`src/rtl/core/smae_pkg.sv`:
```
// Shared constants, types and helper functions of the small matrix arithmetic engine.
package smae_pkg;

    localparam int DIM       = 8;
    localparam int FRAC_BITS = 8;
    localparam int CELLS     = DIM * DIM;
    localparam int ADDR_W    = (CELLS > 1) ? $clog2(CELLS) : 1;

    // Field widths fixed by the interface.
    localparam int IDX_W      = 3;
    localparam int DIMREG_W   = 4;
    localparam int ELEM_W     = 16;
    localparam int VALUE_W    = 32;
    localparam int PROD_W     = 2 * ELEM_W;
    localparam int ACC_W      = PROD_W + $clog2(DIM) + 1;
    localparam int CONV_W     = ACC_W + 16;

    localparam int S_TDATA_W  = 16;
    localparam int S_TUSER_W  = 2;
    localparam int M_TDATA_W  = 40;
    localparam int M_TUSER_W  = 1;
    localparam int CFG_IDX_W  = 3;
    localparam int CFG_DATA_W = 4;

    // Bit positions inside the slave tuser.
    localparam int TUSER_CMD_BIT = 0;
    localparam int TUSER_SEL_BIT = 1;

    localparam logic CMD_LOAD = 1'b0;
    localparam logic CMD_RUN  = 1'b1;

    // Operation codes.
    localparam logic [2:0] OP_ADD  = 3'd0;
    localparam logic [2:0] OP_SUB  = 3'd1;
    localparam logic [2:0] OP_MUL  = 3'd2;
    localparam logic [2:0] OP_TRN  = 3'd3;
    localparam logic [2:0] OP_DIAG = 3'd4;

    // Configuration register indexes.
    localparam logic [CFG_IDX_W-1:0] REG_OPERATION = 3'd0;
    localparam logic [CFG_IDX_W-1:0] REG_SELECTED  = 3'd1;
    localparam logic [CFG_IDX_W-1:0] REG_ROWS_A    = 3'd2;
    localparam logic [CFG_IDX_W-1:0] REG_COLS_A    = 3'd3;
    localparam logic [CFG_IDX_W-1:0] REG_ROWS_B    = 3'd4;
    localparam logic [CFG_IDX_W-1:0] REG_COLS_B    = 3'd5;

    typedef enum logic [2:0] {
        ST_IDLE = 3'b001,
        ST_RUN  = 3'b010,
        ST_ERR  = 3'b100
    } state_t;

    // A count of zero acts as one, anything above DIM acts as DIM.
    function automatic logic [DIMREG_W-1:0] clamp_dim(input logic [DIMREG_W-1:0] v);
        logic [DIMREG_W-1:0] r;
        if (v == '0)
        begin
            r = DIMREG_W'(1);
        end
        else if (v > DIMREG_W'(DIM))
        begin
            r = DIMREG_W'(DIM);
        end
        else
        begin
            r = v;
        end
        return r;
    endfunction

    // Row-major entry of element (r, c) in a matrix with ncols columns.
    function automatic logic [ADDR_W-1:0] elem_addr(input logic [IDX_W-1:0] r,
                                                    input logic [IDX_W-1:0] c,
                                                    input logic [DIMREG_W-1:0] ncols);
        logic [IDX_W+DIMREG_W:0] t;
        t = (IDX_W+DIMREG_W+1)'(r) * (IDX_W+DIMREG_W+1)'(ncols)
            + (IDX_W+DIMREG_W+1)'(c);
        return t[ADDR_W-1:0];
    endfunction

    // Converts a value with fb fraction bits to saturated Q16.16. The right
    // shift is arithmetic, so it rounds toward minus infinity.
    function automatic logic signed [VALUE_W-1:0] to_q16(input logic signed [ACC_W-1:0] v,
                                                         input int fb);
        logic signed [CONV_W-1:0] w;
        logic signed [CONV_W-1:0] r;
        logic signed [VALUE_W-1:0] q;
        w = CONV_W'(v);
        if (fb <= 16)
        begin
            r = w <<< (16 - fb);
        end
        else
        begin
            r = w >>> (fb - 16);
        end
        if (r[CONV_W-1:VALUE_W-1] == '0 || r[CONV_W-1:VALUE_W-1] == '1)
        begin
            q = r[VALUE_W-1:0];
        end
        else if (r[CONV_W-1])
        begin
            q = {1'b1, {(VALUE_W-1){1'b0}}};
        end
        else
        begin
            q = {1'b0, {(VALUE_W-1){1'b1}}};
        end
        return q;
    endfunction

endpackage

```
`src/rtl/core/smae_ram.sv`:
```
// Generic single-write, single-read synchronous RAM with registered read data.
module smae_ram #(
    parameter int WIDTH = 16,
    parameter int DEPTH = 64
) (
    input  logic                             clk,
    input  logic                             we,
    input  logic [$clog2(DEPTH > 1 ? DEPTH : 2)-1:0] waddr,
    input  logic [WIDTH-1:0]                 wdata,
    input  logic                             re,
    input  logic [$clog2(DEPTH > 1 ? DEPTH : 2)-1:0] raddr,
    output logic [WIDTH-1:0]                 rdata
);

    logic [WIDTH-1:0] mem [DEPTH];

    always_ff @(posedge clk)
    begin
        if (we)
        begin
            mem[waddr] <= wdata;
        end
        if (re)
        begin
            rdata <= mem[raddr];
        end
    end

endmodule

```
`src/rtl/core/small_matrix_arith_engine.sv`:
```
// Top level of the small matrix arithmetic engine.
//
// Elements of two matrices of up to 8 by 8 signed Q8.8 values are loaded in
// row-major order, one per transfer on the slave stream (tuser bit 0 low, tuser
// bit 1 picks the matrix); each matrix has its own wrapping load position.
// A transfer with tuser bit 0 high runs the configured operation on the
// current dimensions and streams the result in row-major order as saturated
// Q16.16, tlast on the final element; an invalid shape gives a single result
// with tuser set. The two element stores are single-port-read memories, so a
// run issues one read per cycle while the output is not stalled: rows*cols
// reads for add, subtract and transpose, rows for the diagonal, and
// rows_a*cols_b*cols_a reads for multiply (one multiply-accumulate per read).
// The next transfer is taken only once the read and accumulate stages have
// drained. Output back-pressure stalls the whole pipeline.
module small_matrix_arith_engine
    import smae_pkg::*;
(
    input  logic                   clk,
    input  logic                   rst_n,
    input  logic                   s_tvalid,
    output logic                   s_tready,
    input  logic [S_TDATA_W-1:0]   s_tdata,   // [15:0] elem_value
    input  logic [S_TUSER_W-1:0]   s_tuser,   // [0] command, [1] matrix_sel
    output logic                   m_tvalid,
    input  logic                   m_tready,
    output logic [M_TDATA_W-1:0]   m_tdata,   // [2:0] out_row, [5:3] out_col,
                                              // [37:6] out_value, [39:38] zero
    output logic                   m_tlast,   // last
    output logic [M_TUSER_W-1:0]   m_tuser,   // [0] error
    input  logic                   cfg_valid,
    output logic                   cfg_ready,
    input  logic [CFG_IDX_W-1:0]   cfg_index,
    input  logic [CFG_DATA_W-1:0]  cfg_data
);

    state_t state_reg, state_next;

    logic [2:0]           op_reg;
    logic                 sel_reg;
    logic [DIMREG_W-1:0]  rows_a_reg, cols_a_reg, rows_b_reg, cols_b_reg;
    logic [ADDR_W-1:0]    pos_a_reg, pos_b_reg;

    logic [IDX_W-1:0]     ci_reg, cj_reg, ck_reg;
    logic [DIMREG_W-1:0]  lim_i_reg, lim_j_reg, lim_k_reg;

    logic                 p1_valid_reg, p1_first_reg, p1_last_k_reg, p1_last_reg;
    logic [IDX_W-1:0]     p1_row_reg, p1_col_reg;

    logic                 s2_valid_reg, s2_last_reg;
    logic [IDX_W-1:0]     s2_row_reg, s2_col_reg;
    logic signed [ACC_W-1:0] acc_reg, acc_next;

    logic                 out_valid_reg, out_last_reg, out_err_reg;
    logic [IDX_W-1:0]     out_row_reg, out_col_reg;
    logic signed [VALUE_W-1:0] out_value_reg;

    logic [DIMREG_W-1:0]  ra, ca, rb, cb, n_rows, n_cols;
    logic                 advance, in_fire, run_fire, load_fire, issue;
    logic                 last_i, last_j, last_k, run_err;
    logic [ADDR_W-1:0]    addr_a, addr_b;
    logic [ELEM_W-1:0]    rdata_a, rdata_b;
    logic signed [ELEM_W-1:0] a_val, b_val;
    logic signed [PROD_W-1:0] prod;

    assign ra     = clamp_dim(rows_a_reg);
    assign ca     = clamp_dim(cols_a_reg);
    assign rb     = clamp_dim(rows_b_reg);
    assign cb     = clamp_dim(cols_b_reg);
    assign n_rows = sel_reg ? rb : ra;
    assign n_cols = sel_reg ? cb : ca;

    assign advance   = !out_valid_reg || m_tready;
    assign s_tready  = (state_reg == ST_IDLE) && !p1_valid_reg && !s2_valid_reg;
    assign in_fire   = s_tvalid && s_tready;
    assign run_fire  = in_fire && (s_tuser[TUSER_CMD_BIT] == CMD_RUN);
    assign load_fire = in_fire && (s_tuser[TUSER_CMD_BIT] == CMD_LOAD);
    assign issue     = (state_reg == ST_RUN) && advance;
    assign cfg_ready = 1'b1;

    assign last_i = ci_reg == IDX_W'(lim_i_reg - DIMREG_W'(1));
    assign last_j = cj_reg == IDX_W'(lim_j_reg - DIMREG_W'(1));
    assign last_k = ck_reg == IDX_W'(lim_k_reg - DIMREG_W'(1));

    always_comb
    begin
        case (op_reg)
            OP_ADD, OP_SUB: run_err = (ra != rb) || (ca != cb);
            OP_MUL:         run_err = ca != rb;
            OP_TRN:         run_err = 1'b0;
            OP_DIAG:        run_err = n_rows != n_cols;
            default:        run_err = 1'b1;
        endcase
    end

    always_comb
    begin
        case (op_reg)
            OP_ADD, OP_SUB:
            begin
                addr_a = elem_addr(ci_reg, cj_reg, ca);
                addr_b = elem_addr(ci_reg, cj_reg, cb);
            end
            OP_MUL:
            begin
                addr_a = elem_addr(ci_reg, ck_reg, ca);
                addr_b = elem_addr(ck_reg, cj_reg, cb);
            end
            OP_TRN:
            begin
                addr_a = elem_addr(cj_reg, ci_reg, n_cols);
                addr_b = addr_a;
            end
            OP_DIAG:
            begin
                addr_a = elem_addr(ci_reg, ci_reg, n_cols);
                addr_b = addr_a;
            end
            default:
            begin
                addr_a = '0;
                addr_b = '0;
            end
        endcase
    end

    smae_ram #(.WIDTH(ELEM_W), .DEPTH(CELLS)) u_ram_a (
        .clk   (clk),
        .we    (load_fire && !s_tuser[TUSER_SEL_BIT]),
        .waddr (pos_a_reg),
        .wdata (s_tdata[ELEM_W-1:0]),
        .re    (issue),
        .raddr (addr_a),
        .rdata (rdata_a)
    );

    smae_ram #(.WIDTH(ELEM_W), .DEPTH(CELLS)) u_ram_b (
        .clk   (clk),
        .we    (load_fire && s_tuser[TUSER_SEL_BIT]),
        .waddr (pos_b_reg),
        .wdata (s_tdata[ELEM_W-1:0]),
        .re    (issue),
        .raddr (addr_b),
        .rdata (rdata_b)
    );

    always_comb
    begin
        state_next = state_reg;
        case (state_reg)
            ST_IDLE:
            begin
                if (run_fire)
                begin
                    state_next = run_err ? ST_ERR : ST_RUN;
                end
            end
            ST_RUN:
            begin
                if (issue && last_i && last_j && last_k)
                begin
                    state_next = ST_IDLE;
                end
            end
            ST_ERR:
            begin
                if (advance)
                begin
                    state_next = ST_IDLE;
                end
            end
            default: state_next = ST_IDLE;
        endcase
    end

    // Configuration, load positions, sequencer and control state.
    always_ff @(posedge clk or negedge rst_n)
    begin
        if (!rst_n)
        begin
            state_reg     <= ST_IDLE;
            op_reg        <= OP_ADD;
            sel_reg       <= 1'b0;
            rows_a_reg    <= DIMREG_W'(1);
            cols_a_reg    <= DIMREG_W'(1);
            rows_b_reg    <= DIMREG_W'(1);
            cols_b_reg    <= DIMREG_W'(1);
            pos_a_reg     <= '0;
            pos_b_reg     <= '0;
            ci_reg        <= '0;
            cj_reg        <= '0;
            ck_reg        <= '0;
            lim_i_reg     <= DIMREG_W'(1);
            lim_j_reg     <= DIMREG_W'(1);
            lim_k_reg     <= DIMREG_W'(1);
            p1_valid_reg  <= 1'b0;
            s2_valid_reg  <= 1'b0;
            out_valid_reg <= 1'b0;
        end
        else
        begin
            state_reg <= state_next;

            if (cfg_valid && cfg_ready)
            begin
                case (cfg_index)
                    REG_OPERATION: op_reg     <= 3'(cfg_data);
                    REG_SELECTED:  sel_reg    <= cfg_data[0];
                    REG_ROWS_A:    rows_a_reg <= cfg_data;
                    REG_COLS_A:    cols_a_reg <= cfg_data;
                    REG_ROWS_B:    rows_b_reg <= cfg_data;
                    REG_COLS_B:    cols_b_reg <= cfg_data;
                    default:       ;
                endcase
            end

            if (load_fire)
            begin
                if (s_tuser[TUSER_SEL_BIT])
                begin
                    pos_b_reg <= (pos_b_reg == ADDR_W'(CELLS - 1)) ? '0 : pos_b_reg + 1'b1;
                end
                else
                begin
                    pos_a_reg <= (pos_a_reg == ADDR_W'(CELLS - 1)) ? '0 : pos_a_reg + 1'b1;
                end
            end

            if (run_fire)
            begin
                ci_reg <= '0;
                cj_reg <= '0;
                ck_reg <= '0;
                case (op_reg)
                    OP_MUL:
                    begin
                        lim_i_reg <= ra;
                        lim_j_reg <= cb;
                        lim_k_reg <= ca;
                    end
                    OP_TRN:
                    begin
                        lim_i_reg <= n_cols;
                        lim_j_reg <= n_rows;
                        lim_k_reg <= DIMREG_W'(1);
                    end
                    OP_DIAG:
                    begin
                        lim_i_reg <= n_rows;
                        lim_j_reg <= DIMREG_W'(1);
                        lim_k_reg <= DIMREG_W'(1);
                    end
                    default:
                    begin
                        lim_i_reg <= ra;
                        lim_j_reg <= ca;
                        lim_k_reg <= DIMREG_W'(1);
                    end
                endcase
            end
            else if (issue)
            begin
                if (!last_k)
                begin
                    ck_reg <= ck_reg + 1'b1;
                end
                else
                begin
                    ck_reg <= '0;
                    if (!last_j)
                    begin
                        cj_reg <= cj_reg + 1'b1;
                    end
                    else
                    begin
                        cj_reg <= '0;
                        ci_reg <= ci_reg + 1'b1;
                    end
                end
            end

            if (advance)
            begin
                p1_valid_reg  <= issue;
                s2_valid_reg  <= p1_valid_reg && (op_reg != OP_MUL || p1_last_k_reg);
                out_valid_reg <= (state_reg == ST_ERR) || s2_valid_reg;
            end
        end
    end

    assign a_val = rdata_a;
    assign b_val = rdata_b;
    assign prod  = a_val * b_val;

    always_comb
    begin
        case (op_reg)
            OP_ADD:  acc_next = ACC_W'(a_val) + ACC_W'(b_val);
            OP_SUB:  acc_next = ACC_W'(a_val) - ACC_W'(b_val);
            OP_MUL:  acc_next = (p1_first_reg ? ACC_W'(0) : acc_reg) + ACC_W'(prod);
            default: acc_next = sel_reg ? ACC_W'(b_val) : ACC_W'(a_val);
        endcase
    end

    // Pipeline payload: read tags, accumulator and output register.
    always_ff @(posedge clk)
    begin
        if (advance)
        begin
            if (issue)
            begin
                p1_row_reg    <= ci_reg;
                p1_col_reg    <= (op_reg == OP_DIAG) ? ci_reg : cj_reg;
                p1_first_reg  <= ck_reg == '0;
                p1_last_k_reg <= last_k;
                p1_last_reg   <= last_i && last_j && last_k;
            end
            if (p1_valid_reg)
            begin
                acc_reg     <= acc_next;
                s2_row_reg  <= p1_row_reg;
                s2_col_reg  <= p1_col_reg;
                s2_last_reg <= p1_last_reg;
            end
            if (state_reg == ST_ERR)
            begin
                out_row_reg   <= '0;
                out_col_reg   <= '0;
                out_value_reg <= '0;
                out_last_reg  <= 1'b1;
                out_err_reg   <= 1'b1;
            end
            else if (s2_valid_reg)
            begin
                out_row_reg   <= s2_row_reg;
                out_col_reg   <= s2_col_reg;
                out_value_reg <= (op_reg == OP_MUL) ? to_q16(acc_reg, 2 * FRAC_BITS)
                                                    : to_q16(acc_reg, FRAC_BITS);
                out_last_reg  <= s2_last_reg;
                out_err_reg   <= 1'b0;
            end
        end
    end

    assign m_tvalid = out_valid_reg;
    assign m_tdata  = {(M_TDATA_W - VALUE_W - 2 * IDX_W)'(0), out_value_reg,
                       out_col_reg, out_row_reg};
    assign m_tlast  = out_last_reg;
    assign m_tuser  = out_err_reg;

endmodule

```
`config.mk`:
```
export PLATFORM = sky130hd
export DESIGN_NAME = small_matrix_arith_engine
export DESIGN_NICKNAME = d
export VERILOG_FILES = /design/src/rtl/core/smae_pkg.sv /design/src/rtl/core/smae_ram.sv /design/src/rtl/core/small_matrix_arith_engine.sv
export SDC_FILE = /design/constraint.sdc
export NUM_CORES = 2
export LEC_CHECK = 0
export ABC_AREA = 1
export BUFFER_PORTS_ARGS = -buffer_cell sky130_fd_sc_hd__buf_2
export CORE_ASPECT_RATIO = 1.1
export CORE_MARGIN = 4
export CORE_UTILIZATION = 43
export CTS_BUF_LIST = sky130_fd_sc_hd__clkbuf_4
export DETAILED_ROUTE_END_ITERATION = 8
export PLACE_DENSITY_LB_ADDON = 0.1
export SLEW_MARGIN = 30
export SYNTH_ARGS = -nofsm -noshare
export SYNTH_HDL_FRONTEND = slang
export SYNTH_SLANG_ARGS = --single-unit
```
`constraint.sdc`:
```
create_clock -name clk -period 9.3 [get_ports clk]
set_clock_uncertainty 0.15 [all_clocks]
set_input_delay 0.93 -clock clk [delete_from_list [all_inputs] [get_ports clk]]
set_output_delay 0.93 -clock clk [all_outputs]
set_load 0.01 [all_outputs]
```
After elaboration in Yosys (flattened, before gate mapping)
Memories as Yosys holds them, arrays and structs flattened. A register that Yosys moved wholly into a read port is not among the register bits.
Cells that the tools add are included.
{ "op_classes": {"n_reduce_logical": 52, "n_mul": 6, "muxes": 58, "eq_ne": 27, "order_cmp": 4, "n_bitwise": 2, "addsub": 17} }
{ "op_table": {"columns": ["cell", "n"], "rows": [
  ["2-to-1 mux 52 bit", 6],
  ["2-to-1 mux 32 bit", 6],
  ["case mux 36 bit (3 select lines)", 1],
  ["2-to-1 mux 36 bit", 2],
  ["2-to-1 mux 3 bit", 19],
  ["case mux 6 bit (4 select lines)", 2],
  ["equality test 21 bit (second input constant)", 2],
  ["zero test 21 bit", 2],
  ["2-to-1 mux 4 bit", 10],
  ["adder 36 x 32 -> 36 bit", 1],
  ["adder 6 x 3 -> 6 bit", 6],
  ["multiplier 16 x 16 -> 32 bit", 1],
  ["multiplier 3 x 4 -> 6 bit", 5],
  ["AND reduction 2 bit", 12],
  ["case mux 3 bit (3 select lines)", 2],
  ["adder 16 x 16 -> 17 bit", 1],
  ["subtractor 16 x 16 -> 17 bit", 1],
  ["> comparator 4 bit (second input constant)", 4],
  ["zero test 4 bit", 4],
  ["inequality test 4 bit", 4],
  ["equality test 3 x 2 -> 1 bit (second input constant)", 5],
  ["logical AND 1 bit", 14],
  ["adder 6 x 1 -> 6 bit (second input constant)", 2],
  ["equality test 3 bit (second input constant)", 4],
  ["19 further kinds", 50]
]} }
{ "totals": {"ram_bits": 2048, "reg_bits": 148, "out_inout_bits": 45, "input_bits": 30, "n_memories": 2} }
{ "memory_table": {"columns": ["memory", "depth", "word_bits", "read_ports", "rd_ports_with_merged_regs", "wr", "line_no", "rtl"], "rows": [
  ["u_ram_a.mem", 64, 16, 1, 1, 1, "smae_ram.sv:15", "logic [WIDTH-1:0] mem [DEPTH];"],
  ["u_ram_b.mem", 64, 16, 1, 1, 1, "smae_ram.sv:15", null]
]} }

Longest topological paths before layout
{ "depth": {"word_depth": 9, "ltp_mapped": 28, "ltp_nobuf": 26} }

Cells and area by module
From an unflattened synthesis, not the netlist that was laid out.
{ "hier_totals": {"hier_cells": 10413, "area_unflattened_um2": 109318.6} }
{ "modules_own_cells": {"columns": ["mod", "instances", "cells_each", "area_each_um2", "seq_area_each_um2"], "rows": [
  ["smae_ram", 2, 3517, 42259.3, 31230.0],
  ["small_matrix_arith_engine", 1, 3379, 24800.0, 4174.0]
]} }

Worst setup path after synthesis
OpenSTA, ideal clock, no wires.
{ "synth_timing": {"path_type": "register to register", "from": "reg u_ram_a.rdata[15], read port of u_ram_a.mem", "to": "reg acc_reg[35], data pin", "path_buffers": 2, "period_less_slack_ns": 6.135, "arrival_time_ns": 5.717, "setup_time_ns": 0.268, "required_time_ns": 8.882, "stages_incl_launch_ff": 22, "setup_slack_ns": 3.165, "path_cell_list": "edfxtp_1 -> clkbuf_1 -> clkbuf_1 -> nand2_1 -> fa_1 -> fa_1 -> fa_1 -> inv_1 -> fa_1 -> fa_1 -> inv_1 -> fa_1 -> inv_1 -> ha_1 -> inv_1 -> nor3_1 -> a21oi_1 -> o21ai_0 -> a31oi_1 -> a21o_1 -> nand3_1 -> nand3_1"} }
{ "synth_between": {"elab_chain_len": 3, "word_cells_on_any_way": 6, "classes_between": "add/sub: 3; mul: 1; mux: 2"} }
{ "synth_rtl": {"columns": ["item", "line_no", "rtl"], "rows": [
  ["from (decl)", "smae_ram.sv:12", "output logic [WIDTH-1:0] rdata"],
  ["multiplier 16 x 16 -> 32 bit", "small_matrix_arith_engine.sv:292", "assign prod = a_val * b_val;"],
  ["adder 36 x 32 -> 36 bit", "small_matrix_arith_engine.sv:299", "OP_MUL: acc_next = (p1_first_reg ? ACC_W'(0) : acc_reg) + ACC_W'(prod);"],
  ["case mux 36 bit (3 select lines) *", "small_matrix_arith_engine.sv:296", "case (op_reg)"],
  ["net acc_next[35]", "small_matrix_arith_engine.sv:51", "logic signed [ACC_W-1:0] acc_reg, acc_next;"],
  ["to (signal assigned)", "small_matrix_arith_engine.sv:319", "acc_reg <= acc_next;"],
  ["to (decl)", "small_matrix_arith_engine.sv:51", null]
]} }
Mark *: on every way through the listed nets, which the timed path passes. The rest lies on a longest branch.
A chain may end at the register's enable or synchronous reset.

Final worst setup path
{ "layout_timing": {"from": "reg cols_a_reg[3]", "to": "reg u_ram_a.rdata[13], read port of u_ram_a.mem, data pin"} }
{ "layout_between": {"elab_chain_len": 7, "word_cells_on_any_way": 13, "classes_between": "add/sub: 4; mul: 3; order compare: 1; mux: 4; reduce/logical: 1"} }
{ "layout_rtl": {"columns": ["item", "line_no", "rtl"], "rows": [
  ["from (decl)", "small_matrix_arith_engine.sv:40", "logic [DIMREG_W-1:0] rows_a_reg, cols_a_reg, rows_b_reg, cols_b_reg;"],
  ["from (signal assigned)", "small_matrix_arith_engine.sv:209", "REG_COLS_A: cols_a_reg <= cfg_data;"],
  ["> comparator 4 bit", "smae_pkg.sv:60", "else if (v > DIMREG_W'(DIM))"],
  ["2-to-1 mux 4 bit", "smae_pkg.sv:60", null],
  ["2-to-1 mux 4 bit *", "smae_pkg.sv:56", "if (v == '0)"],
  ["2-to-1 mux 4 bit", "small_matrix_arith_engine.sv:70", "assign n_cols = sel_reg ? cb : ca;"],
  ["multiplier 3 x 4 -> 6 bit", "smae_pkg.sv:76", "t = (IDX_W+DIMREG_W+1)'(r) * (IDX_W+DIMREG_W+1)'(ncols)"],
  ["adder 6 x 3 -> 6 bit", "smae_pkg.sv:77", "+ (IDX_W+DIMREG_W+1)'(c);"],
  ["case mux 6 bit (4 select lines) *", "small_matrix_arith_engine.sv:97", "case (op_reg)"]
]} }
Every way passes the cells marked *; elsewhere a longest branch is shown, timed or not.

==> run metrics <==
CTS tree built; crit-path max cell delay around 0.86 ns; Least-Margin Pin Slew roughly 1.0 ns; Clock Latency Late Sink approximately 1.3 ns; RSZ-0062 raised after global routing no; Hold Crit Start s_tuser[0]; Post-synth EDFFs ~2200; post-DP HPWL approximately 210000 um; Congestion Overflow GR 0; Bufs on Longest Clock Path 4; most used cell, CP inv_1; Hold Path Sink lim_k_reg[2]$_DFFE_PN0P_; Max Fclk 0.143 GHz; largest net degree at the start of global routing 184; flop-to-flop setup slack about 2.3 ns; post-synthesis async set-or-reset flop share 2.51%; Core Footprint 273000 um^2; Initial Utilization between 40% and 50%; CP max-delay cell clkinv_2; Clock transition at path regs ~0.070 ns; sequential cell area approximately 67000 um^2; WP data required between 10 and 15 ns; CTS root buf clkbuf_4; part of the Yosys area used for sequential elements 56.6%; status finished, final reports clean; crit path time final ~7 ns; FF-to-FF Start cols_a_reg[3]$_DFFE_PN0P_; vias in the first global route ~86000; Gate Count Post-Synth between 10000 and 15000; Final #Nets ~13000; CTS sink cnt between 2000 and 2500; FF-to-FF End u_ram_a.rdata[13]$_DFFE_PP_; Die Area between 200000 and 300000 um^2; Final period util about 75%; Layout fillers approximately 26000; initial antenna violation count 17; Vias between 80000 and 90000; Fin Setup TNS 0 ns; CP startpoint kind flip-flop; Crit. End Element flip-flop; Multi-input gate area 36900 um^2; WHS Path Cells 3; total CTS buffers 615; Max Transition Viols Final 0; layout cells sized above 1 roughly 11%; #FFs+latches synth roughly 2200; WL final 370000 um; die width between 500 and 600 um; worst path cell trace inv_1 -> nand2_1 -> inv_1 -> o21ai_1 -> nor2_1 -> fa_1 -> inv_1 -> fa_1 -> fa_1 -> inv_1 -> nor2_1 -> nor2_1 -> a21oi_1 -> nand2_2 -> buf_4 -> clkinv_2 -> nand3_1 -> nand3_1 -> nand3_1 -> nand2_1; prevailing post-synth register cell edfxtp_1; Cell variety after synth 59; first-pass GRT wire length approximately 550000 um; H-tree depth 6; Post-Syn Area per Cell between 9 and 10 um^2; drt drc 0; Placer Congestion roughly 0.9; Via density between 5 and 6; YS warnings 0; Rel. slew slack slightly above 30%; WL/cell 22.7 um; GR Util All Layers between 20% and 30%; row cnt ~200; antenna-violating nets left 0; die height between 500 and 600 um; Worst Path Max Fanout 34; Hold Violations, Final 0; Reg2Reg Depth 20; CP arrival 7.81 ns; postcts setup bufs 0; area grow syn2layout 9.89%; CP Class flip-flop to flip-flop; # setup viols final 0; Max-Cap Viols 0; I/O Buffers 71; Hold Crit Class input port to flip-flop; drt initial violations between 7000 and 8000; Mapped Area between 100000 and 150000 um^2; Ports 75; DRT Pass-1 Iters 6
cell usage in the layout (no fill, tap or decap), drive strengths merged, types with 196 or more instances in the layout:
cell and instances:
clkbuf 915, nand4 953, nand3 2101, ha 196, fa 336, inv 2837, buf 311, edfxtp 2172
nor2 341, nand2 1701
routing by layer:
layer  GRT usage (%)  routed length (um)  part of all wire (%)  up-vias
met2            40.7              170000                    46     3363
met5               0                  40                 0.011        -
met1            36.0              162000                    44    43400
li1                -                   -                     -    40600
met3            4.38               26400                   7.1      642
met4            8.24               11000                   3.0        6
worst max-delay path by stage:
stage	to	slack, ns	start	cells past startpoint
finish	u_ram_a.rdata[13]$_DFFE_PP_	2.29	cols_a_reg[3]$_DFFE_PN0P_	20
global route	acc_reg[31]$_DFFE_PP_	1.94	u_ram_b.rdata[6]$_DFFE_PP_	23
CTS	acc_reg[31]$_DFFE_PP_	2.35	u_ram_b.rdata[6]$_DFFE_PP_	23
detailed placement	acc_reg[31]$_DFFE_PP_	2.33	u_ram_b.rdata[6]$_DFFE_PP_	23
global placement	acc_reg[21]$_DFFE_PP_	2.28	u_ram_a.rdata[7]$_DFFE_PP_	21
floorplan	acc_reg[35]$_DFFE_PP_	3.17	u_ram_a.rdata[15]$_DFFE_PP_	21
synthesized netlist by cell type (5+ instances only):
cell type | count | area, um^2
a211oi_1 | 5 | 37.5
a21boi_0 | 6 | 45.0
a21o_1 | 13 | 97.6
a21oi_1 | 167 | 836
a31oi_1 | 18 | 113
buf_1 | 41 | 154
buf_2 | 462 | 2310
buf_4 | 24 | 180
buf_6 | 41 | 462
clkbuf_1 | 195 | 732
dfrtp_1 | 48 | 1200
dfstp_2 | 8 | 210
edfxtp_1 | 2172 | 65200
fa_1 | 336 | 6730
ha_1 | 196 | 2450
inv_1 | 2808 | 10500
inv_2 | 16 | 60.1
nand2_1 | 1694 | 6360
nand2_4 | 5 | 56.3
nand3_1 | 2097 | 10500
nand4_1 | 953 | 5960
nor2_1 | 334 | 1250
nor2_2 | 6 | 37.5
nor3_1 | 30 | 150
nor4_1 | 9 | 56.3
o2111ai_1 | 6 | 52.6
o21ai_0 | 163 | 816
o21bai_1 | 10 | 75.1
o22ai_1 | 8 | 50.1
or2_2 | 32 | 200
xnor2_1 | 22 | 193
xor2_1 | 33 | 289
critical path, delay by kind of cell (launching register included):
| kind | cells | cell delay (ns) |
|---|---|---|
| AND/OR/NAND/NOR | 9 | 2.07 |
| buffers and inverters | 6 | 1.70 |
| adder cells (fa/ha/maj) | 3 | 1.42 |
| AO/OA/AOI/OAI | 2 | 0.69 |
| flip-flops | 1 | 0.55 |
through the flow:
step / area (um^2) / utilization, % / hold slack [ns] / worst slack [ns] / cells
floorplan: 118000 / - / 0.250 / 3.17 / 12000
global placement: 121000 / 44.5 / 0.252 / 2.28 / 15200
detailed placement: 121000 / 44.5 / 0.257 / 2.33 / 15200
CTS: 129000 / 47.5 / 0.000740 / 2.35 / 16300
global route: 129000 / 47.5 / 0.0854 / 1.94 / 16300
finish: 129000 / 47.5 / 0.161 / 2.29 / 16300
cell families (layout without fill, tap and decap cells):
family,count (synthesis),in the layout,share of synthesized area (%)
DFF,2228,2228,56.6
buffers and inverters,3588,4215,12.3
adders and majority gates,532,532,7.79
xor gates and xnor gates,55,55,0.409
other,2,15,0.00637
and+or+nand+nor,5176,5176,21.0
AOI/OAI and AO/OA,425,425,2.02
cell type report:
cell class / count / share of cell area [%]
diodes: 12 / 0.0232
clock buffers: 915 / 5.31
clock inverters: 129 / 0.650
inverters: 2825 / 8.21
multi-input cells: 6191 / 28.5
flip-flops and latches: 2228 / 51.5
well taps: 3654 / 3.53
repair buffers: 346 / 2.31
repair_timing:
action	CTS	global route
hold buffers	35	0
resized for setup	0	0
endpoints found under the hold margin	808	0
Power is not shown: default switching activity piles up to over one toggle a cycle in this logic, so the estimate is an artifact.
